===== src/kpts_pkg.sv =====
// Shared types and constants of the keyed position trail store.
// No dependencies; the front end, back end, top and testbench import this package.
`default_nettype none
package kpts_pkg;

  // Sizing
  localparam int ENTRIES = 40;
  localparam int POINTS  = 32;
  localparam int SLOT_W  = $clog2(ENTRIES);
  localparam int PT_W    = $clog2(POINTS);
  localparam int CNT_W   = $clog2(POINTS + 1);
  localparam int PA_W    = $clog2(ENTRIES * POINTS);
  localparam int QDEPTH  = 2;
  localparam int QPTR_W  = $clog2(QDEPTH);
  localparam int QCNT_W  = $clog2(QDEPTH + 1);

  // Field widths
  localparam int REQ_W  = 2;
  localparam int KEY_W  = 24;
  localparam int LAT_W  = 31;
  localparam int LON_W  = 32;
  localparam int TIME_W = 32;
  localparam int PIDX_W = 5;
  localparam int STEP_W = 16;
  localparam int STAT_W = 2;
  localparam int OCNT_W = 6;
  localparam int CMP_W  = (CNT_W > PIDX_W) ? CNT_W : PIDX_W;
  localparam int IDX_W  = CMP_W + 2;

  localparam logic [STEP_W-1:0] MIN_STEP_RST = 16'd2703;

  // Request codes
  localparam logic [REQ_W-1:0] REQ_APPEND = 2'd0;
  localparam logic [REQ_W-1:0] REQ_READ   = 2'd1;
  localparam logic [REQ_W-1:0] REQ_CLEAR  = 2'd2;

  // Status codes
  localparam logic [STAT_W-1:0] ST_DONE   = 2'd0;
  localparam logic [STAT_W-1:0] ST_SKIP   = 2'd1;
  localparam logic [STAT_W-1:0] ST_ABSENT = 2'd2;
  localparam logic [STAT_W-1:0] ST_RANGE  = 2'd3;

  typedef enum logic [1:0] {OP_APPEND, OP_READ, OP_CLEAR, OP_NONE} op_t;

  typedef struct packed {
    op_t                       op;
    logic [KEY_W-1:0]          key;
    logic signed [LAT_W-1:0]   lat;
    logic signed [LON_W-1:0]   lon;
    logic [TIME_W-1:0]         now;
    logic [PIDX_W-1:0]         pidx;
  } cmd_t;

  typedef struct packed {
    logic [KEY_W-1:0]  key;
    logic [TIME_W-1:0] last;
    logic [PT_W-1:0]   head;
    logic [CNT_W-1:0]  cnt;
  } slot_t;

  typedef enum logic [3:0] {
    B_IDLE, B_SCAN, B_DECIDE, B_RDOUT, B_DIFF, B_MUL, B_CMP, B_WRITE
  } bst_t;

endpackage
`default_nettype wire


===== src/kpts_front.sv =====
// Front end: takes requests, classifies the request code, queues commands.
// Depends on kpts_pkg.
`default_nettype none
module kpts_front (
  input  wire logic                              clk,
  input  wire logic                              rst_n,
  input  wire logic                              start,
  output logic                                   busy,
  input  wire logic [kpts_pkg::REQ_W-1:0]        in_req_type,
  input  wire logic [kpts_pkg::KEY_W-1:0]        in_aircraft_id,
  input  wire logic signed [kpts_pkg::LAT_W-1:0] in_lat_in,
  input  wire logic signed [kpts_pkg::LON_W-1:0] in_lon_in,
  input  wire logic [kpts_pkg::TIME_W-1:0]       in_now_ms,
  input  wire logic [kpts_pkg::PIDX_W-1:0]       in_point_index,
  output logic                                   cmd_vld,
  output kpts_pkg::cmd_t                         cmd,
  input  wire logic                              cmd_pop
);
  import kpts_pkg::*;

  cmd_t              q_r [QDEPTH];
  logic [QPTR_W-1:0] wptr_r, wptr_nxt;
  logic [QPTR_W-1:0] rptr_r, rptr_nxt;
  logic [QCNT_W-1:0] cnt_r, cnt_nxt;
  cmd_t              in_cmd;
  logic              push;
  logic              pop;

  // Classify the request code
  always_comb begin
    in_cmd      = '0;
    in_cmd.key  = in_aircraft_id;
    in_cmd.lat  = in_lat_in;
    in_cmd.lon  = in_lon_in;
    in_cmd.now  = in_now_ms;
    in_cmd.pidx = in_point_index;
    case (in_req_type)
      REQ_APPEND: in_cmd.op = OP_APPEND;
      REQ_READ:   in_cmd.op = OP_READ;
      REQ_CLEAR:  in_cmd.op = OP_CLEAR;
      default:    in_cmd.op = OP_NONE;
    endcase
  end

  assign busy    = (cnt_r == QCNT_W'(QDEPTH));
  assign push    = start && !busy;
  assign cmd_vld = (cnt_r != '0);
  assign pop     = cmd_pop && cmd_vld;
  assign cmd     = q_r[rptr_r];

  // Advance queue pointers
  always_comb begin
    wptr_nxt = wptr_r;
    rptr_nxt = rptr_r;
    cnt_nxt  = cnt_r;
    if (push) begin
      wptr_nxt = (wptr_r == QPTR_W'(QDEPTH - 1)) ? '0 : wptr_r + 1'b1;
    end
    if (pop) begin
      rptr_nxt = (rptr_r == QPTR_W'(QDEPTH - 1)) ? '0 : rptr_r + 1'b1;
    end
    case ({push, pop})
      2'b10:   cnt_nxt = cnt_r + 1'b1;
      2'b01:   cnt_nxt = cnt_r - 1'b1;
      default: cnt_nxt = cnt_r;
    endcase
  end

  always_ff @(posedge clk) begin
    if (!rst_n) begin
      wptr_r <= '0;
      rptr_r <= '0;
      cnt_r  <= '0;
    end else begin
      wptr_r <= wptr_nxt;
      rptr_r <= rptr_nxt;
      cnt_r  <= cnt_nxt;
    end
  end

  // Store the incoming beat
  always_ff @(posedge clk) begin
    if (push) begin
      q_r[wptr_r] <= in_cmd;
    end
  end

endmodule
`default_nettype wire


===== config.mk =====
export PLATFORM = sky130hd
export DESIGN_NAME = kpts_front
export DESIGN_NICKNAME = d
export VERILOG_FILES = /design/src/kpts_pkg.sv /design/src/kpts_front.sv
export SDC_FILE = /design/constraint.sdc
export NUM_CORES = 1
export LEC_CHECK = 0
export BUFFER_PORTS_ARGS = -buffer_cell sky130_fd_sc_hd__buf_2
export CORE_AREA = 5 5 137 139
export CTS_CLUSTER_DIAMETER = 150
export CTS_CLUSTER_SIZE = 8
export DETAILED_ROUTE_END_ITERATION = 10
export DIE_AREA = 0 0 142 144
export PLACE_DENSITY = 0.93
export RECOVER_POWER = 100
export SLEW_MARGIN = 0
export SYNTH_ARGS = -nofsm -noshare
export SYNTH_HDL_FRONTEND = slang
export SYNTH_SLANG_ARGS = --single-unit

===== constraint.sdc =====
create_clock -name clk -period 12.1 [get_ports clk]
set_input_delay 0.605 -clock clk [delete_from_list [all_inputs] [get_ports clk]]
set_output_delay 0.605 -clock clk [all_outputs]
set_load 0.02 [all_outputs]

==> results of run 1 <==
==> worst max-delay path, cell delays in order (launching register included) <==
cell and delay (ns):
dfxtp_1 2.19, clkbuf_1 2.58, mux2_2 0.53, clkbuf_1 0.28
==> layer usage <==
| layer | part of all wire, % | vias up | track usage, % |
|---|---|---|---|
| met5 | 0.14 | - | 0 |
| met4 | 3.6 | 4 | 7.93 |
| met3 | 8.6 | 54 | 5.49 |
| met2 | 52 | 238 | 29.9 |
| met1 | 36 | 2376 | 19.3 |
| li1 | - | 2228 | - |
==> cell usage after synthesis <==
master    number
a21boi_1       2
and2_1         1
and3_1         1
buf_2          9
buf_4          4
buf_6          1
clkbuf_1       2
dfxtp_1        5
edfxtp_1     252
ha_1           1
inv_1          2
inv_2          1
mux2_1       105
mux2_2        21
nand2_1        1
nand2b_2       1
nor2b_1        2
o21a_1         1
o21ai_0        2
or2_2          1
or3_1          2
xnor2_1        3
==> kinds of logic (layout without fill, tap and decap cells) <==
| family | Yosys count | in the layout | share of synthesized area [%] |
|---|---|---|---|
| XOR/XNOR | 3 | 3 | 0.282 |
| multiplexers | 126 | 126 | 15.2 |
| other | 0 | 1 | 0 |
| AND/OR/NAND/NOR | 9 | 9 | 0.604 |
| flip-flops | 257 | 257 | 82.3 |
| adder cells (fa/ha/maj) | 1 | 1 | 0.134 |
| buffers and inverters | 19 | 319 | 1.13 |
| AO/OA/AOI/OAI | 5 | 5 | 0.349 |
==> state kept, by name (all words and copies together) (netlist names), named ones only <==
name	cells
cnt_r	2
rptr_r	1
q_r	252
wptr_r	1
==> cell usage in the layout, fill, tap and decap left out, drive strengths merged <==
cell type and instances:
and2 1, edfxtp 252, or2 1, o21ai 2
diode 1, mux2 126, clkinvlp 1, dfxtp 5
nor2b 2, ha 1, clkinv 2, clkbuf 240
nand2b 1, a21boi 2, o21a 1, and3 1
or3 2, buf 72, inv 4, nand2 1
xnor2 3
==> cell type report <==
class	count	area (um2)	share of cell area, %
multi-input cells	144	1550	13.3
repair buffers	260	1060	9.16
clock inverters	4	42.5	0.366
well taps	229	287	2.46
diodes	1	2.50	0.0215
flip-flops and latches	257	7670	65.9
inverters	3	12.5	0.108
clock buffers	52	1000	8.63
==> metrics by stage <==
step | util (%) | power, mW | std cells
detailed placement | 61.8 | 1.88 | 893
CTS | 67.7 | 2.80 | 949
global route | 66.3 | 2.87 | 950
finish | 66.3 | 2.75 | 950
global placement | 61.8 | 1.86 | 893
floorplan | - | 1.65 | 420
==> path summary, 6_finish.rpt <==
kind	slack (ns)	startpoint	endpoint
worst min-delay path	0.29	in_lat_in[30]	q_r[1][99]
worst max-delay path	5.32	flip-flop	cmd[55]
worst min register to register	0.52	wptr_r	wptr_r
worst max register to register	6.16	cnt_r[0]	q_r[1][113]
==> where the power goes <==
group          internal (mW)  leakage [nW]  switching (mW)
combinational          0.214          1.05           0.426
clock                  0.571         0.505           0.337
sequential              1.14          2.40          0.0596
total                   1.93          3.96           0.823
==> results.py, run 1 <==
metrics = {
    "floorplan": {
        "initial_core_util_pct": 53.1,
        "num_io_pins": 258,
        "die_h_um": 144,
        "rows": 49,
        "fp.dieW_um": 142,
        "core_um2": 17500,
        "dieArea_um2": 20400,
    },
    "timing": {
        "slew-limit-headroom_pct": -152,
        "setup_viol": 0,
        "fmax_mhz": 148,
        "finalWorstSetupSlack_ns": 5.32,
        "fin_tns_setup_ns": 0,
        "worst_clock_skew_ns": 0.0202,
        "slew_viol_final": 387,
        "period_needed_ns": 6.78,
        "holdWs_ns": 0.288,
        "hold_violations": 0,
        "finalCritPeriodShare_pct": 56.0,
        "rsz0062_at_grt": "no",
        "tightest_slew_ns": 3.78,
    },
    "clock_network": {
        "cts.htree.levels": 2,
        "cts_resized": 0,
        "cts_buffers": 38,
        "cts_setup_buffers": 0,
        "postCtsHoldBufs": 0,
        "path_clk_slew_ns": 0.05,
        "cts_sinks": 257,
        "insertion_delay_ns": 0.50,
        "cts-root-buf": "clkbuf_16",
        "clk_path_buf_depth": 3,
        "cts_tree": "yes",
    },
    "cells_and_area": {
        "area_delta_synth_final_pct": 24.8,
        "fin_nets": 835,
        "fillers": 1246,
        "stdcell_area_um2": 11600,
        "drive_gt1_share_pct": 18.9,
    },
    "grt": {
        "grt_max_degree": 69,
        "antenna_found_initial": 3,
        "grt_pass1_vias": 5338,
        "track_usage_pct": 17.2,
        "grt_remaining_overflow": 0,
        "grt_pass1_wl_mm": 27.2,
    },
    "drt": {
        "wl_per_cell_um": 19.1,
        "remaining_drc_errors": 0,
        "routed_wl_mm": 18.2,
        "drt_iter0_drc": 220,
        "avgViaCountPerCell": 5.16,
        "vias": 4900,
        "drtPass1Iterations": 6,
        "drtAntennaViolNets": 0,
    },
    "outcome": {
        "violations": "max-capacitance violations, max-slew violations",
        "outcome": "finished, violations left",
    },
    "place": {
        "place_area_um2": 10800,
        "gp_congestion": 0.769,
        "io_buffers": 257,
        "place_ws_ns": 9.07,
        "dp_hpwl_mm": 11.7,
    },
    "hold_path": {
        "whs_path_depth": 1,
        "min_path_type": "input pin to flip-flop",
    },
    "power_and_ir_drop": {
        "p_leak_nw": 3.96,
        "max-vdd-ir-drop_v": 0.000195,
        "cellPowerDensity_nw_per_um2": 236,
    },
    "yosys": {
        "synth_top_area_cell": "edfxtp_1",
        "synth.area.top_cells": "edfxtp_1 (81%), mux2_1 (13%), mux2_2 (2.5%), dfxtp_1 (1.1%), buf_2 (0.48%)",
        "synth_cells": 420,
        "synth-seq-cells": 257,
        "yosys.area.top_type_share_pct": 81.2,
        "synth_fp_nets": 551,
        "yosysUniqueCellTypes": 22,
        "synth_area_um2": 9320,
        "syn-mean-instance-area_um2": 22.2,
        "seq_area_frac_synth_pct": 82.3,
        "yosys_warnings": 0,
    },
    "critical_path": {
        "critPathRequiredTime_ns": 11.49,
        "cp-end-kind": "output port",
        "critPathMaxFanout": 66,
        "worstPathArrival_ns": 6.17,
        "criticalPathCategory": "flip-flop to output port",
        "cp-start-kind": "flip-flop",
        "r2r_cells": 3,
    },
    "job": {
        "cap_violations": 6,
    },
}
Note: power is estimated with default switching activity, not from simulation.
==> run 2, diff against run 1 <==
--- a/config.mk
+++ b/config.mk
@@ -6,12 +6,12 @@
 export NUM_CORES = 1
 export LEC_CHECK = 0
 export BUFFER_PORTS_ARGS = -buffer_cell sky130_fd_sc_hd__buf_2
-export CORE_AREA = 5 5 137 139
+export CORE_AREA = 5 5 140 142
 export CTS_CLUSTER_DIAMETER = 150
 export CTS_CLUSTER_SIZE = 8
 export DETAILED_ROUTE_END_ITERATION = 10
-export DIE_AREA = 0 0 142 144
-export PLACE_DENSITY = 0.93
+export DIE_AREA = 0 0 145 147
+export PLACE_DENSITY = 0.9
 export RECOVER_POWER = 100
 export SLEW_MARGIN = 0
 export SYNTH_ARGS = -nofsm -noshare
==> constraint.sdc (replaced) <==
create_clock -name clk -period 6.7 [get_ports clk]
set_input_delay 0.335 -clock clk [delete_from_list [all_inputs] [get_ports clk]]
set_output_delay 0.335 -clock clk [all_outputs]
set_load 0.02 [all_outputs]
==> run 2 against run 1 <==
  * The run still ends with max-capacitance violations, max-slew violations left
  * Clock skew decreased by 0.0027 ns
  * Core utilization decreased by 2.9 points
  * Highest routed layer unchanged
  * Setup slack got worse by 3.2 ns
  * Sequential power increased by 82%
  * First-iteration DRC count decreased by 6.8%
==> results.py, run 2 (same netlist as run 1, synthesis figures left out) <==
metrics = {
    "floorplan": {
        "fp.dieW_um": 145,
        "die_h_um": 147,
        "dieArea_um2": 21300,
        "core_um2": 18300,
        "rows": 50,
        "initial_core_util_pct": 50.8,
        "num_io_pins": 258,
    },
    "grt": {
        "grt_pass1_vias": 5280,
        "grt_remaining_overflow": 0,
        "grt_max_degree": 91,
        "track_usage_pct": 16.9,
        "antenna_found_initial": 4,
        "grt_pass1_wl_mm": 28.5,
    },
    "clock_network": {
        "clk_path_buf_depth": 3,
        "cts-root-buf": "clkbuf_16",
        "cts_setup_buffers": 0,
        "cts_sinks": 257,
        "cts_buffers": 38,
        "cts_resized": 0,
        "cts.htree.levels": 2,
        "cts_tree": "yes",
        "path_clk_slew_ns": 0.05,
        "postCtsHoldBufs": 0,
        "insertion_delay_ns": 0.49,
    },
    "critical_path": {
        "cp-start-kind": "flip-flop",
        "r2r_cells": 5,
        "cp-end-kind": "output port",
        "r2r-start": "cnt_r[0]",
        "r2r_setup_slack_ns": 2.25,
        "critPathRequiredTime_ns": 6.36,
        "criticalPathCategory": "flip-flop to output port",
        "worstPathArrival_ns": 4.23,
        "r2r-end": "q_r[0][59]",
        "critPathMaxFanout": 79,
    },
    "cells_and_area": {
        "largest_register_ff_count": 252,
        "area_delta_synth_final_pct": 24.7,
        "drive_gt1_share_pct": 16.9,
        "most-common-layout-cells": "edfxtp_1 (252), clkbuf_1 (217), mux2_1 (105), buf_2 (53), clkbuf_16 (39)",
        "fillers": 1329,
        "regMostFlops": "q_r",
        "final_common_cell": "edfxtp_1",
        "top_regs": "q_r (252), cnt_r (2)",
        "final_cells": 955,
        "fin_nets": 835,
    },
    "timing": {
        "setup_viol": 0,
        "tightest_slew_ns": 3.11,
        "worst_clock_skew_ns": 0.0174,
        "slew_viol_final": 245,
        "period_needed_ns": 4.57,
        "hold_violations": 0,
        "rsz0062_at_grt": "no",
        "finalCritPeriodShare_pct": 68.2,
        "fmax_mhz": 219,
        "slew-limit-headroom_pct": -107,
        "fin_tns_setup_ns": 0,
    },
    "power_and_ir_drop": {
        "max-vdd-ir-drop_v": 0.000330,
        "cellPowerDensity_nw_per_um2": 426,
        "p_leak_nw": 3.91,
    },
    "job": {
        "cap_violations": 4,
    },
    "place": {
        "placed_cells": 898,
        "io_buffers": 257,
        "dp_hpwl_mm": 12.1,
        "gp_congestion": 0.733,
    },
    "drt": {
        "drtAntennaViolNets": 0,
        "routed_wl_mm": 18.6,
        "wl_per_cell_um": 19.5,
        "remaining_drc_errors": 0,
        "drt_iter0_drc": 205,
        "drtPass1Iterations": 4,
        "vias": 4867,
        "avgViaCountPerCell": 5.10,
    },
    "hold_path": {
        "holdCritStartpoint": "in_now_ms[23]",
        "min_path_type": "input pin to flip-flop",
        "whs_endpoint": "q_r[1][28]",
        "whs_path_depth": 1,
    },
    "outcome": {
        "violations": "max-capacitance violations, max-slew violations",
        "outcome": "finished, violations left",
    },
}
-- run 2: layout make-up --
| type | count | area [um2] | area share, % |
|---|---|---|---|
| Antenna cell | 3 | 7.51 | 0.0646 |
| Clock inverter | 2 | 17.5 | 0.151 |
| Multi-Input combinational cell | 144 | 1550 | 13.3 |
| Timing Repair Buffer | 260 | 1050 | 9.01 |
| Inverter | 3 | 12.5 | 0.108 |
| Tap cell | 234 | 293 | 2.52 |
| Sequential cell | 257 | 7670 | 66.0 |
| Clock buffer | 52 | 1020 | 8.82 |
-- run 2: worst max-delay path: stages, from the launching register on --
cell and delay [ns]:
dfxtp_4 1.02, clkbuf_1 1.96, mux2_2 0.47, clkbuf_1 0.25
-- run 2: worst max path at each step --
stage / endpoint / slack, ns / startpoint / depth (start not counted)
after floorplan: q_r[1][0] / 2.71 / cnt_r[0] / 2
after global placement: q_r[0][63] / 3.88 / cnt_r[0] / 5
after detailed placement: q_r[0][100] / 3.81 / cnt_r[0] / 5
after CTS: cmd[21] / 3.42 / flip-flop / 3
after global routing: cmd[65] / 1.74 / flip-flop / 3
final: cmd[65] / 2.13 / flip-flop / 3
-- run 2: through the flow --
step | area [um2] | power [mW] | util [%] | worst slack (ns) | hold WS [ns]
finish | 11600 | 4.95 | 63.4 | 2.13 | 0.0283
global route | 11600 | 5.18 | 63.4 | 1.74 | 0.00387
CTS | 11900 | 5.07 | 64.8 | 3.42 | 0.00161
detailed placement | 10800 | 3.39 | 59.1 | 3.81 | 0.493
global placement | 10800 | 3.36 | 59.1 | 3.88 | 0.480
floorplan | 9320 | 2.99 | - | 2.71 | 0.434
-- run 2: power by group --
part,internal [mW],switching (mW),total (mW)
Sequential,2.05,0.124,2.18
Combinational,0.371,0.752,1.12
Clock,1.05,0.601,1.65
-- run 2: per-layer routing --
layer | GRT usage, % | vias to the layer above | part of all wire, %
met2 | 29.1 | 213 | 52
met3 | 5.95 | 43 | 8.5
li1 | - | 2236 | -
met1 | 19.5 | 2371 | 37
met5 | 0 | - | 0.10
met4 | 6.31 | 4 | 2.5
